<file path="src/design/krt_pkg.sv">
`default_nettype none

package krt_pkg;

  localparam int KEY_W   = 16;
  localparam int PRICE_W = 24;
  localparam int QTY_W   = 16;
  localparam int REC_W   = KEY_W + PRICE_W + QTY_W;
  localparam int CNT_W   = 5;

  // Record layout: key on top, then price, then quantity
  localparam int QTY_LSB   = 0;
  localparam int PRICE_LSB = QTY_W;
  localparam int KEY_LSB   = QTY_W + PRICE_W;

  typedef enum logic [1:0] {
    OP_ADD    = 2'd0,
    OP_FIND   = 2'd1,
    OP_UPDATE = 2'd2,
    OP_REMOVE = 2'd3
  } op_t;

  localparam logic [1:0] ST_OK      = 2'd0;
  localparam logic [1:0] ST_MISSING = 2'd1;
  localparam logic [1:0] ST_FULL    = 2'd2;

  typedef struct packed {
    logic       load;
    logic       add;
    logic       scan;
    logic       shift;
    logic       finish;
    logic       set_status;
    logic [1:0] status;
  } cmd_t;

  typedef struct packed {
    op_t  op;
    logic full;
    logic hit;
    logic scan_end;
    logic shift_done;
    logic out_free;
  } sts_t;

endpackage

`default_nettype wire

</file>
<file path="src/design/keyed_record_table.sv">
`default_nettype none

// Channel  Handshake         Payload
// in_      in_valid/stall    operation, item_key, item_price, item_quantity
// out_     out_valid/stall   status, found_key, found_price, found_quantity,
//                            entry_count
//
// Add appends the record with no search. Find, update and remove scan the
// used entries, and remove then copies later entries down: the single read
// port of the record RAM allows one entry compared or moved a cycle.
// One item is in work at a time; a new one is taken while a result waits.
// rst_n clears the entry count and control; record contents are not cleared.
// A stalled result holds the output register and delays the next result.

module keyed_record_table #(
  parameter int TABLE_DEPTH = 16
) (
  input  wire logic        clk,
  input  wire logic        rst_n,
  input  wire logic        in_valid,
  output logic             in_stall,
  input  wire logic [1:0]  in_operation,
  input  wire logic [15:0] in_item_key,
  input  wire logic [23:0] in_item_price,
  input  wire logic [15:0] in_item_quantity,
  output logic             out_valid,
  input  wire logic        out_stall,
  output logic [1:0]       out_status,
  output logic [15:0]      out_found_key,
  output logic [23:0]      out_found_price,
  output logic [15:0]      out_found_quantity,
  output logic [4:0]       out_entry_count
);

  import krt_pkg::*;

  cmd_t cmd;
  sts_t sts;

  krt_ctrl u_ctrl (
    .clk          (clk),
    .rst_n        (rst_n),
    .in_valid     (in_valid),
    .in_operation (in_operation),
    .in_stall     (in_stall),
    .sts          (sts),
    .cmd          (cmd)
  );

  krt_dp #(
    .TABLE_DEPTH (TABLE_DEPTH)
  ) u_dp (
    .clk                (clk),
    .rst_n              (rst_n),
    .in_operation       (in_operation),
    .in_item_key        (in_item_key),
    .in_item_price      (in_item_price),
    .in_item_quantity   (in_item_quantity),
    .cmd                (cmd),
    .sts                (sts),
    .out_stall          (out_stall),
    .out_valid          (out_valid),
    .out_status         (out_status),
    .out_found_key      (out_found_key),
    .out_found_price    (out_found_price),
    .out_found_quantity (out_found_quantity),
    .out_entry_count    (out_entry_count)
  );

  a_full_count: assert property (@(posedge clk) disable iff (!rst_n)
    out_valid && (out_status == ST_FULL) |-> out_entry_count == 5'(TABLE_DEPTH))
    else $error("full result with entry count below depth");

  a_miss_zero: assert property (@(posedge clk) disable iff (!rst_n)
    out_valid && (out_status != ST_OK) |->
      (out_found_key == '0) && (out_found_price == '0) && (out_found_quantity == '0))
    else $error("failed operation returned record fields");

  a_idle_quiet: assert property (@(posedge clk) disable iff (!rst_n)
    !in_stall |-> !cmd.scan && !cmd.shift && !cmd.add)
    else $error("table access while idle");

  a_one_cmd: assert property (@(posedge clk) disable iff (!rst_n)
    $onehot0({cmd.load, cmd.add, cmd.scan, cmd.shift, cmd.finish}))
    else $error("conflicting controller commands");

endmodule

`default_nettype wire

</file>
<file path="src/design/krt_ram.sv">
`default_nettype none

module krt_ram #(
  parameter int WIDTH = 56,
  parameter int DEPTH = 16,
  localparam int AW   = $clog2(DEPTH)
) (
  input  wire logic             clk,
  input  wire logic             we,
  input  wire logic [AW-1:0]    waddr,
  input  wire logic [WIDTH-1:0] wdata,
  input  wire logic [AW-1:0]    raddr,
  output logic      [WIDTH-1:0] rdata
);

  logic [WIDTH-1:0] mem_r [DEPTH];
  logic [WIDTH-1:0] rdata_r;

  always_ff @(posedge clk) begin
    if (we) begin
      mem_r[waddr] <= wdata;
    end
    rdata_r <= mem_r[raddr];
  end

  assign rdata = rdata_r;

endmodule

`default_nettype wire

</file>
<file path="src/design/krt_ctrl.sv">
`default_nettype none

module krt_ctrl (
  input  wire logic        clk,
  input  wire logic        rst_n,
  input  wire logic        in_valid,
  input  wire logic [1:0]  in_operation,
  output logic             in_stall,
  input  wire krt_pkg::sts_t sts,
  output krt_pkg::cmd_t    cmd
);

  import krt_pkg::*;

  typedef enum logic [4:0] {
    S_IDLE   = 5'b00001,
    S_ADD    = 5'b00010,
    S_SCAN   = 5'b00100,
    S_SHIFT  = 5'b01000,
    S_FINISH = 5'b10000
  } state_t;

  state_t state_r, state_nxt;

  always_comb begin
    state_nxt = state_r;
    cmd       = '0;
    cmd.status = ST_OK;
    unique case (state_r)
      S_IDLE: begin
        if (in_valid) begin
          cmd.load  = 1'b1;
          state_nxt = (op_t'(in_operation) == OP_ADD) ? S_ADD : S_SCAN;
        end
      end
      S_ADD: begin
        if (sts.full) begin
          cmd.set_status = 1'b1;
          cmd.status     = ST_FULL;
        end else begin
          cmd.add = 1'b1;
        end
        state_nxt = S_FINISH;
      end
      S_SCAN: begin
        cmd.scan = 1'b1;
        if (sts.hit) begin
          state_nxt = (sts.op == OP_REMOVE) ? S_SHIFT : S_FINISH;
        end else if (sts.scan_end) begin
          cmd.set_status = 1'b1;
          cmd.status     = ST_MISSING;
          state_nxt      = S_FINISH;
        end
      end
      S_SHIFT: begin
        cmd.shift = 1'b1;
        if (sts.shift_done) begin
          state_nxt = S_FINISH;
        end
      end
      S_FINISH: begin
        cmd.finish = 1'b1;
        if (sts.out_free) begin
          state_nxt = S_IDLE;
        end
      end
      default: state_nxt = S_IDLE;
    endcase
  end

  always_ff @(posedge clk) begin
    if (!rst_n) begin
      state_r <= S_IDLE;
    end else begin
      state_r <= state_nxt;
    end
  end

  assign in_stall = (state_r != S_IDLE);

endmodule

`default_nettype wire

</file>
<file path="src/design/krt_dp.sv">
`default_nettype none

module krt_dp #(
  parameter int TABLE_DEPTH = 16,
  localparam int AW = $clog2(TABLE_DEPTH),
  localparam int IW = $clog2(TABLE_DEPTH + 1)
) (
  input  wire logic                 clk,
  input  wire logic                 rst_n,
  input  wire logic [1:0]           in_operation,
  input  wire logic [15:0]          in_item_key,
  input  wire logic [23:0]          in_item_price,
  input  wire logic [15:0]          in_item_quantity,
  input  wire krt_pkg::cmd_t        cmd,
  output krt_pkg::sts_t             sts,
  input  wire logic                 out_stall,
  output logic                      out_valid,
  output logic [1:0]                out_status,
  output logic [15:0]               out_found_key,
  output logic [23:0]               out_found_price,
  output logic [15:0]               out_found_quantity,
  output logic [4:0]                out_entry_count
);

  import krt_pkg::*;

  // Item registers
  op_t                op_r, op_nxt;
  logic [KEY_W-1:0]   key_r, key_nxt;
  logic [PRICE_W-1:0] price_r, price_nxt;
  logic [QTY_W-1:0]   qty_r, qty_nxt;

  // Table control
  logic [IW-1:0] count_r, count_nxt;
  logic [IW-1:0] idx_r, idx_nxt;
  logic [AW-1:0] chk_r, chk_nxt;
  logic          chk_v_r, chk_v_nxt;

  // Pending result
  logic [1:0]         res_status_r, res_status_nxt;
  logic [KEY_W-1:0]   res_key_r, res_key_nxt;
  logic [PRICE_W-1:0] res_price_r, res_price_nxt;
  logic [QTY_W-1:0]   res_qty_r, res_qty_nxt;

  // Output register
  logic               out_valid_r, out_valid_nxt;
  logic [1:0]         out_status_r, out_status_nxt;
  logic [KEY_W-1:0]   out_key_r, out_key_nxt;
  logic [PRICE_W-1:0] out_price_r, out_price_nxt;
  logic [QTY_W-1:0]   out_qty_r, out_qty_nxt;
  logic [CNT_W-1:0]   out_cnt_r, out_cnt_nxt;

  logic               we;
  logic [AW-1:0]      waddr;
  logic [REC_W-1:0]   wdata;
  logic [AW-1:0]      raddr;
  logic [REC_W-1:0]   rd_data;
  logic [KEY_W-1:0]   rd_key;
  logic               hit;
  logic               scan_end;
  logic               out_free;

  krt_ram #(
    .WIDTH (REC_W),
    .DEPTH (TABLE_DEPTH)
  ) u_store (
    .clk   (clk),
    .we    (we),
    .waddr (waddr),
    .wdata (wdata),
    .raddr (raddr),
    .rdata (rd_data)
  );

  assign rd_key   = rd_data[KEY_LSB +: KEY_W];
  assign hit      = chk_v_r && (rd_key == key_r);
  assign scan_end = (idx_r >= count_r);
  assign out_free = !out_valid_r || !out_stall;

  assign sts.op         = op_r;
  assign sts.full       = (count_r == IW'(TABLE_DEPTH));
  assign sts.hit        = hit;
  assign sts.scan_end   = scan_end;
  assign sts.shift_done = scan_end && !chk_v_r;
  assign sts.out_free   = out_free;

  always_comb begin
    op_nxt         = op_r;
    key_nxt        = key_r;
    price_nxt      = price_r;
    qty_nxt        = qty_r;
    count_nxt      = count_r;
    idx_nxt        = idx_r;
    chk_nxt        = chk_r;
    chk_v_nxt      = chk_v_r;
    res_status_nxt = res_status_r;
    res_key_nxt    = res_key_r;
    res_price_nxt  = res_price_r;
    res_qty_nxt    = res_qty_r;
    out_valid_nxt  = out_valid_r;
    out_status_nxt = out_status_r;
    out_key_nxt    = out_key_r;
    out_price_nxt  = out_price_r;
    out_qty_nxt    = out_qty_r;
    out_cnt_nxt    = out_cnt_r;
    we             = 1'b0;
    waddr          = count_r[AW-1:0];
    wdata          = {key_r, price_r, qty_r};
    raddr          = idx_r[AW-1:0];

    if (cmd.load) begin
      op_nxt         = op_t'(in_operation);
      key_nxt        = in_item_key;
      price_nxt      = in_item_price;
      qty_nxt        = in_item_quantity;
      idx_nxt        = '0;
      chk_v_nxt      = 1'b0;
      res_status_nxt = ST_OK;
      res_key_nxt    = '0;
      res_price_nxt  = '0;
      res_qty_nxt    = '0;
    end

    if (cmd.add) begin
      we        = 1'b1;
      count_nxt = count_r + IW'(1);
    end

    if (cmd.set_status) begin
      res_status_nxt = cmd.status;
    end

    // Search: issue one read a beat, compare the word read the beat before
    if (cmd.scan) begin
      if (hit) begin
        res_key_nxt = rd_key;
        if (op_r == OP_FIND) begin
          res_price_nxt = rd_data[PRICE_LSB +: PRICE_W];
          res_qty_nxt   = rd_data[QTY_LSB +: QTY_W];
        end
        if (op_r == OP_UPDATE) begin
          we    = 1'b1;
          waddr = chk_r;
        end
        // Removal copies down starting from the entry after the match
        idx_nxt   = IW'(chk_r) + IW'(1);
        chk_v_nxt = 1'b0;
      end else if (!scan_end) begin
        idx_nxt   = idx_r + IW'(1);
        chk_nxt   = idx_r[AW-1:0];
        chk_v_nxt = 1'b1;
      end
    end

    // Compaction: read entry j+1, write it to entry j a beat later
    if (cmd.shift) begin
      chk_v_nxt = 1'b0;
      if (chk_v_r) begin
        we    = 1'b1;
        waddr = chk_r - AW'(1);
        wdata = rd_data;
      end
      if (!scan_end) begin
        idx_nxt   = idx_r + IW'(1);
        chk_nxt   = idx_r[AW-1:0];
        chk_v_nxt = 1'b1;
      end else if (!chk_v_r) begin
        count_nxt = count_r - IW'(1);
      end
    end

    if (cmd.finish && out_free) begin
      out_valid_nxt  = 1'b1;
      out_status_nxt = res_status_r;
      out_key_nxt    = res_key_r;
      out_price_nxt  = res_price_r;
      out_qty_nxt    = res_qty_r;
      out_cnt_nxt    = CNT_W'(count_r);
    end else if (!out_stall) begin
      out_valid_nxt = 1'b0;
    end
  end

  always_ff @(posedge clk) begin
    if (!rst_n) begin
      count_r     <= '0;
      idx_r       <= '0;
      chk_v_r     <= 1'b0;
      out_valid_r <= 1'b0;
    end else begin
      count_r     <= count_nxt;
      idx_r       <= idx_nxt;
      chk_v_r     <= chk_v_nxt;
      out_valid_r <= out_valid_nxt;
    end
  end

  always_ff @(posedge clk) begin
    op_r         <= op_nxt;
    key_r        <= key_nxt;
    price_r      <= price_nxt;
    qty_r        <= qty_nxt;
    chk_r        <= chk_nxt;
    res_status_r <= res_status_nxt;
    res_key_r    <= res_key_nxt;
    res_price_r  <= res_price_nxt;
    res_qty_r    <= res_qty_nxt;
    out_status_r <= out_status_nxt;
    out_key_r    <= out_key_nxt;
    out_price_r  <= out_price_nxt;
    out_qty_r    <= out_qty_nxt;
    out_cnt_r    <= out_cnt_nxt;
  end

  assign out_valid          = out_valid_r;
  assign out_status         = out_status_r;
  assign out_found_key      = out_key_r;
  assign out_found_price    = out_price_r;
  assign out_found_quantity = out_qty_r;
  assign out_entry_count    = out_cnt_r;

endmodule

`default_nettype wire
</file>
<file path="config.mk">
export PLATFORM = sky130hd
export DESIGN_NAME = keyed_record_table
export DESIGN_NICKNAME = d
export VERILOG_FILES = /design/src/design/krt_pkg.sv /design/src/design/keyed_record_table.sv /design/src/design/krt_ram.sv /design/src/design/krt_ctrl.sv /design/src/design/krt_dp.sv
export SDC_FILE = /design/constraint.sdc
export NUM_CORES = 1
export LEC_CHECK = 0
export ABC_AREA = 1
export BUFFER_PORTS_ARGS = -buffer_cell sky130_fd_sc_hd__buf_2
export CORE_MARGIN = 2
export CORE_UTILIZATION = 35
export CTS_CLUSTER_DIAMETER = 30
export DETAILED_ROUTE_END_ITERATION = 16
export GPL_ROUTABILITY_DRIVEN = 0
export REMOVE_ABC_BUFFERS = 1
export SYNTH_ARGS = -nofsm -noshare
export SYNTH_HDL_FRONTEND = slang
export SYNTH_SLANG_ARGS = --single-unit
export TNS_END_PERCENT = 100
</file>
<file path="constraint.sdc">
create_clock -name clk -period 4.2 [get_ports clk]
set_clock_uncertainty 0.15 [all_clocks]
set_input_delay 0.84 -clock clk [delete_from_list [all_inputs] [get_ports clk]]
set_output_delay 0.84 -clock clk [all_outputs]
set_load 0.01 [all_outputs]
</file>
[After elaboration in Yosys (flattened, before gate mapping)]
Memories as Yosys holds them, arrays and structs flattened. A register that Yosys moved wholly into a read port is not among the register bits.
Cells that the tools add are included.
Widths: inputs -> output; s select.
Storage, ports and cells
  bits in registers: 200
  latch bits: 0
  RAM bits: 896
  memory bits (read-only): 0
  input bits: 62
  output and inout bits: 65
  memories: 1
Memories
  u_dp.u_store.mem_r: depth 16, bits a word 56, read ports 1, clocked after Yosys merged registers in 1, write ports 1, RTL line krt_ram.sv:16  | logic [WIDTH-1:0] mem_r [DEPTH];
Operators by class
  add/subtract/negate cells: 5
  $mul: 0
  divide/modulo/power cells: 0
  order comparisons: 1
  equal/unequal tests: 16
  shifts and indexed selects: 0
  mux-type cells: 70
  bitwise logic cells: 0
  reduce and logical (&&, ||, !) cells: 10
Operators with widths (number)
  $mux 16: 7
  $mux 56: 2
  $mux 24: 4
  $mux 5: 16
  $mux 4: 10
  $pmux 5 s5: 1
  $mux 1: 23
  $eq 16x16->1: 1
  $mux 3: 4
  $add 5x1->5 const B: 2
  $eq 5x5->1 const B: 2
  $pmux 3 s2: 1
  $add 4x1->5 const B: 1
  $eq 5x1->1 const B: 1
  $eq 5x2->1 const B: 1
  $eq 5x3->1 const B: 1
  $eq 5x4->1 const B: 1
  $ge 5x5->1: 1
  $ne 5x1->1 const B: 1
  $sub 5x1->5 const B: 1
  $eq 2x2->1 const B: 2
  $mux 2: 2
  $ne 2x1->1 const B: 2
  $ne 2x2->1 const B: 2
  9 further kinds: 13

[Depth between registers and ports, before layout]
  word-level depth: 11
  mapped depth: 21

[Cells and area by module]
Synthesis repeated with hierarchy kept, for this count alone.
Second synthesis, totals
  cells, all modules: 4555
  area total of the unflattened synthesis: 48490.3 sq um
Modules (own cells, without submodules)
  krt_ram: instances 1, cells an instance 3688, area an instance 39679.3 sq um
  krt_dp: instances 1, cells an instance 804, area an instance 8383.0 sq um
  krt_ctrl: instances 1, cells an instance 63, area an instance 427.9 sq um

[Worst setup path after synthesis]
Ideal clock, no wire load.
  path type: register to register
  start point: reg u_ctrl.state_r[0]
  end point: mem u_dp.u_store.mem_r[11][0] (enable)
  library setup time: 470 ps
  arrival: 3962 ps
  data required time: 3580 ps
  slack: -382 ps
  stages on the path, launching flop included: 9
  cell sequence: dfxtp_1 -> or2_1 -> nor4_4 -> nand3_4 -> nand2_1 -> nand2_1 -> o21ai_1 -> nand2_1 -> nor2_1
On the way
  cells in the longest elaborated chain, start to end: 10
  elaborated cells between the ends (all ways): 17
Ends and longest elaborated chain
  start, declared: RTL line krt_ctrl.sv:23  | state_t state_r, state_nxt;
  start signal, assigned: RTL line krt_ctrl.sv:75  | state_r <= state_nxt;
  $eq 5x2->1: RTL line krt_ctrl.sv:29  | unique case (state_r)
  $mux 1: RTL line krt_ctrl.sv:29
  $mux 1: RTL line krt_dp.sv:124  | if (cmd.add) begin
  $mux 1: RTL line krt_dp.sv:141  | if (op_r == OP_UPDATE) begin
  $mux 1: RTL line krt_dp.sv:135  | if (hit) begin
  $mux 1: RTL line krt_dp.sv:134  | if (cmd.scan) begin
  $mux 1: RTL line krt_dp.sv:158  | if (chk_v_r) begin
  $mux 1: RTL line krt_dp.sv:156  | if (cmd.shift) begin
  $mux 1: RTL line krt_ram.sv:20  | if (we) begin
  $mux 1 (not written as such): RTL line krt_ram.sv:21  | mem_r[waddr] <= wdata;
  end, declared: RTL line krt_ram.sv:16
Several ways; a longest one is shown, not always the timed one.

[Worst setup path in the final report]
  start point: reg u_dp.chk_v_r
  end point: mem u_dp.u_store.mem_r[1][1] (enable)
On the way
  cells in the longest elaborated chain, start to end: 7
  elaborated cells between the ends (all ways): 11
Ends and longest elaborated chain
  start, declared: RTL line krt_dp.sv:37  | logic chk_v_r, chk_v_nxt;
  start signal, assigned: RTL line krt_dp.sv:193  | chk_v_r <= chk_v_nxt;
  $logic_and 1x1->1: RTL line krt_dp.sv:76  | assign hit = chk_v_r && (rd_key == key_r);
  $mux 1: RTL line krt_dp.sv:135
  $mux 1: RTL line krt_dp.sv:134
  $mux 1: RTL line krt_dp.sv:158
  $mux 1: RTL line krt_dp.sv:156
  $mux 1: RTL line krt_ram.sv:20
  $mux 1 (not written as such): RTL line krt_ram.sv:21
Several ways; a longest one is shown, not always the timed one.

==> results.toml <==
[worst_setup_path]
setup.worst_path.class = "reg2reg"
r2r_setup_slack_ps = 650
rr_worst_depth = 13
cp-endpoint = "u_dp.u_store.mem_r[1][1]$_DFFE_PP_"
worstSetupStartpointType = "register"
startpoint = "u_dp.chk_v_r$_SDFF_PN0_"
required_ps = 4410
worstPathArrival_ps = 3760
worstReg2RegStart = "u_dp.chk_v_r$_SDFF_PN0_"
rr_endpoint = "u_dp.u_store.mem_r[1][1]$_DFFE_PP_"
end_kind = "register"
crit_fanout = 36

[final_layout]
final_common_cell = "edfxtp_1"
final_core_utilization_pct = 43.8
syn2layout_area_growth_pct = 23.7
final_cell_mix = "edfxtp_1, nor2_1, o21ai_0"
layout-drive-gt1-share_pct = 17.0
fin_nets = 3551
fillers = 10900
multi_input_area_um2 = 9520
finalNonFillerCells = 5298
final_area_um2 = 54200
seq_area_um2 = 33300

[synthesis]
synth.distinct_cells = 40
netlist_area_um2 = 43900
yosys_warnings = 0
syn-instance-count = 3238
post-synth-top-area-fraction_pct = 69.8
yosys-top-cells-area = "edfxtp_1, dfxtp_1, nor2_1, o21ai_0, o32ai_1"
yosysSeqAreaShare_pct = 75.8
synth.avg_cell_area_um2 = 13.5
ys_ff_latch = 1152
yosys.area.top_type = "edfxtp_1"

[grt]
grt_usage_pct = 17.2
grt_pass1_wl_mm = 166
antenna_found_initial = 9
grt_max_degree = 178
overflow = 0
first_global_vias = 26200

[floorplanning]
core_area_um2 = 124000
start_util_pct = 35.4
io_pins = 127
num_rows = 129
die_area_um2 = 128000
die_x_um = 358
die_h_um = 358

[placed_design]
dpl_cell_area_um2 = 47000
numPortBuffers = 126
dp.cells = 4910
hpwlAfterDp_mm = 60.7

[sta]
setup_viol = 0
min_period_ps = 3550
fin_crit_sh_pct = 84.5
hold_viol_final = 0
slew_headroom_pct = 28.5
rsz0062_at_grt = "false"
worst_pin_slew_ps = 1070
setup_tns_ps = 0
fmax_ghz = 0.282
slew_viol_final = 0

[route]
avgViaCountPerCell = 5.15
detail_route.wl_per_cell_um = 21.1
drt_iter0_markers = 2728
antenna_left = 0
drc = 0
drtPass1Iterations = 6
route.vias.total = 27300
wl_mm = 112

[flow_run]
drv_cap = 0

[clocking]
cts.sinks = 1152
cts_tree = "built"
ctsRootBufferMaster = "clkbuf_16"
clk_pin_slew_ps = 50
cts_resized = 0
h-tree-depth = 4
clk_latency_ps = 790
post_cts_buffers = 0
numCtsBuffers = 203
ctsLongestPathBuffers = 3
cts_hold_buf = 0

[min_path]
min_path_type = "in2reg"
holdCritStartpoint = "in_item_price[4]"

[pwr]
powerDensity_nw_per_um2 = 599
p_leak_nw = 18.5
vdd_drop_max_uv = 406

[run_status]
status = "finished clean"
-- registers in the layout (all words and copies together), names as in the netlist, 5 cells and up --
register and flops:
u_dp.res_qty_r 16, u_dp.u_store.mem_r 896, u_dp.price_r 24, u_dp.out_found_quantity 16, u_dp.key_r 16, u_dp.out_entry_count 5
u_dp.res_price_r 24, u_dp.idx_r 5, u_dp.res_key_r 16, u_dp.out_found_key 16, u_dp.out_found_price 24, u_dp.u_store.rdata 56
u_dp.qty_r 16, u_dp.count_r 5, u_ctrl.state_r 5
-- cells in the mapped netlist --
library cell / number
edfxtp_1: 1019
nor2_1: 544
o21ai_0: 343
nand2_1: 276
nand3_1: 181
clkbuf_1: 168
o32ai_1: 136
dfxtp_1: 133
inv_1: 111
mux2i_1: 88
o221ai_1: 88
o211ai_1: 29
buf_1: 19
o21ai_1: 19
buf_2: 17
a21oi_1: 11
ha_1: 11
xnor2_1: 6
xor2_1: 6
nand4_1: 5
inv_2: 3
nor2_2: 3
or2_2: 3
nor2_4: 2
nor3_1: 2
a211oi_1: 1
a21o_1: 1
a31oi_1: 1
buf_6: 1
clkinv_1: 1
inv_4: 1
nand2_2: 1
nand3_4: 1
nand3b_1: 1
nand4_2: 1
nor4_1: 1
nor4_4: 1
o211a_1: 1
or2_1: 1
or3_1: 1
-- logic make-up after synthesis --
group / synth area share (%)
multiplexers: 2.01
XOR/XNOR: 0.240
AND/OR/NAND/NOR: 9.50
adder cells (fa/ha/maj): 0.314
buffers and inverters: 2.82
flip-flops: 75.8
AO/OA/AOI/OAI: 9.30
-- report_power, final --
part | internal, mW | switching, mW | total [mW]
clock network | 11.2 | 5.78 | 17.0
registers | 13.4 | 0.152 | 13.5
logic | 0.495 | 1.52 | 2.01
total | 25.0 | 7.45 | 32.5
-- layer usage --
layer  part of all wire (%)  GRT usage (%)
met1                     44           24.0
met5                  0.034              0
met2                     47           27.3
met4                    1.8           4.96
met3                    7.4           3.70
-- critical path, stage by stage, from the launching register on --
cell and delay, ps:
dfxtp_1 480, inv_2 190, a21oi_1 150, nand3_1 80
nor2_1 190, nand2_1 120, nor2_4 250, nand3_4 180
nand2_1 110, nand3_1 70, nand2_1 110, nand3_1 330
nor2_4 190, buf_4 560
-- through the flow --
step | worst slack [ps] | hold slack [ps] | total power [mW]
after floorplan | -19580 | 250 | 14.8
after global placement | 687 | 254 | 15.7
after detailed placement | 643 | 265 | 15.7
after CTS | 662 | 9.60 | 32.8
after global routing | 396 | 31.8 | 33.5
final | 652 | 69.0 | 32.5
-- area by class of cell --
| cell class | count | share of cell area, % |
|---|---|---|
| Inverter | 116 | 0.828 |
| Clock inverter | 151 | 3.54 |
| Multi-Input combinational cell | 1765 | 17.6 |
| Sequential cell | 1152 | 61.3 |
| Tap cell | 1637 | 3.78 |
| Timing Repair Buffer | 240 | 3.09 |
| Clock buffer | 235 | 9.87 |
| Antenna cell | 2 | 0.00923 |
-- how the worst min path moves through the flow --
| stage | slack, ps | endpoint | cells past startpoint |
|---|---|---|---|
| floorplan | 250 | u_dp.out_status[0]$_DFFE_PP_ | 0 |
| global placement | 250 | u_dp.out_status[0]$_DFFE_PP_ | 0 |
| detailed placement | 270 | u_dp.out_found_price[7]$_DFFE_PP_ | 0 |
| CTS | 10 | u_dp.price_r[4]$_DFFE_PP_ | 1 |
| global route | 30 | u_dp.price_r[16]$_DFFE_PP_ | 1 |
| finish | 70 | u_dp.price_r[4]$_DFFE_PP_ | 1 |
Power figures use the tool's default switching activity.
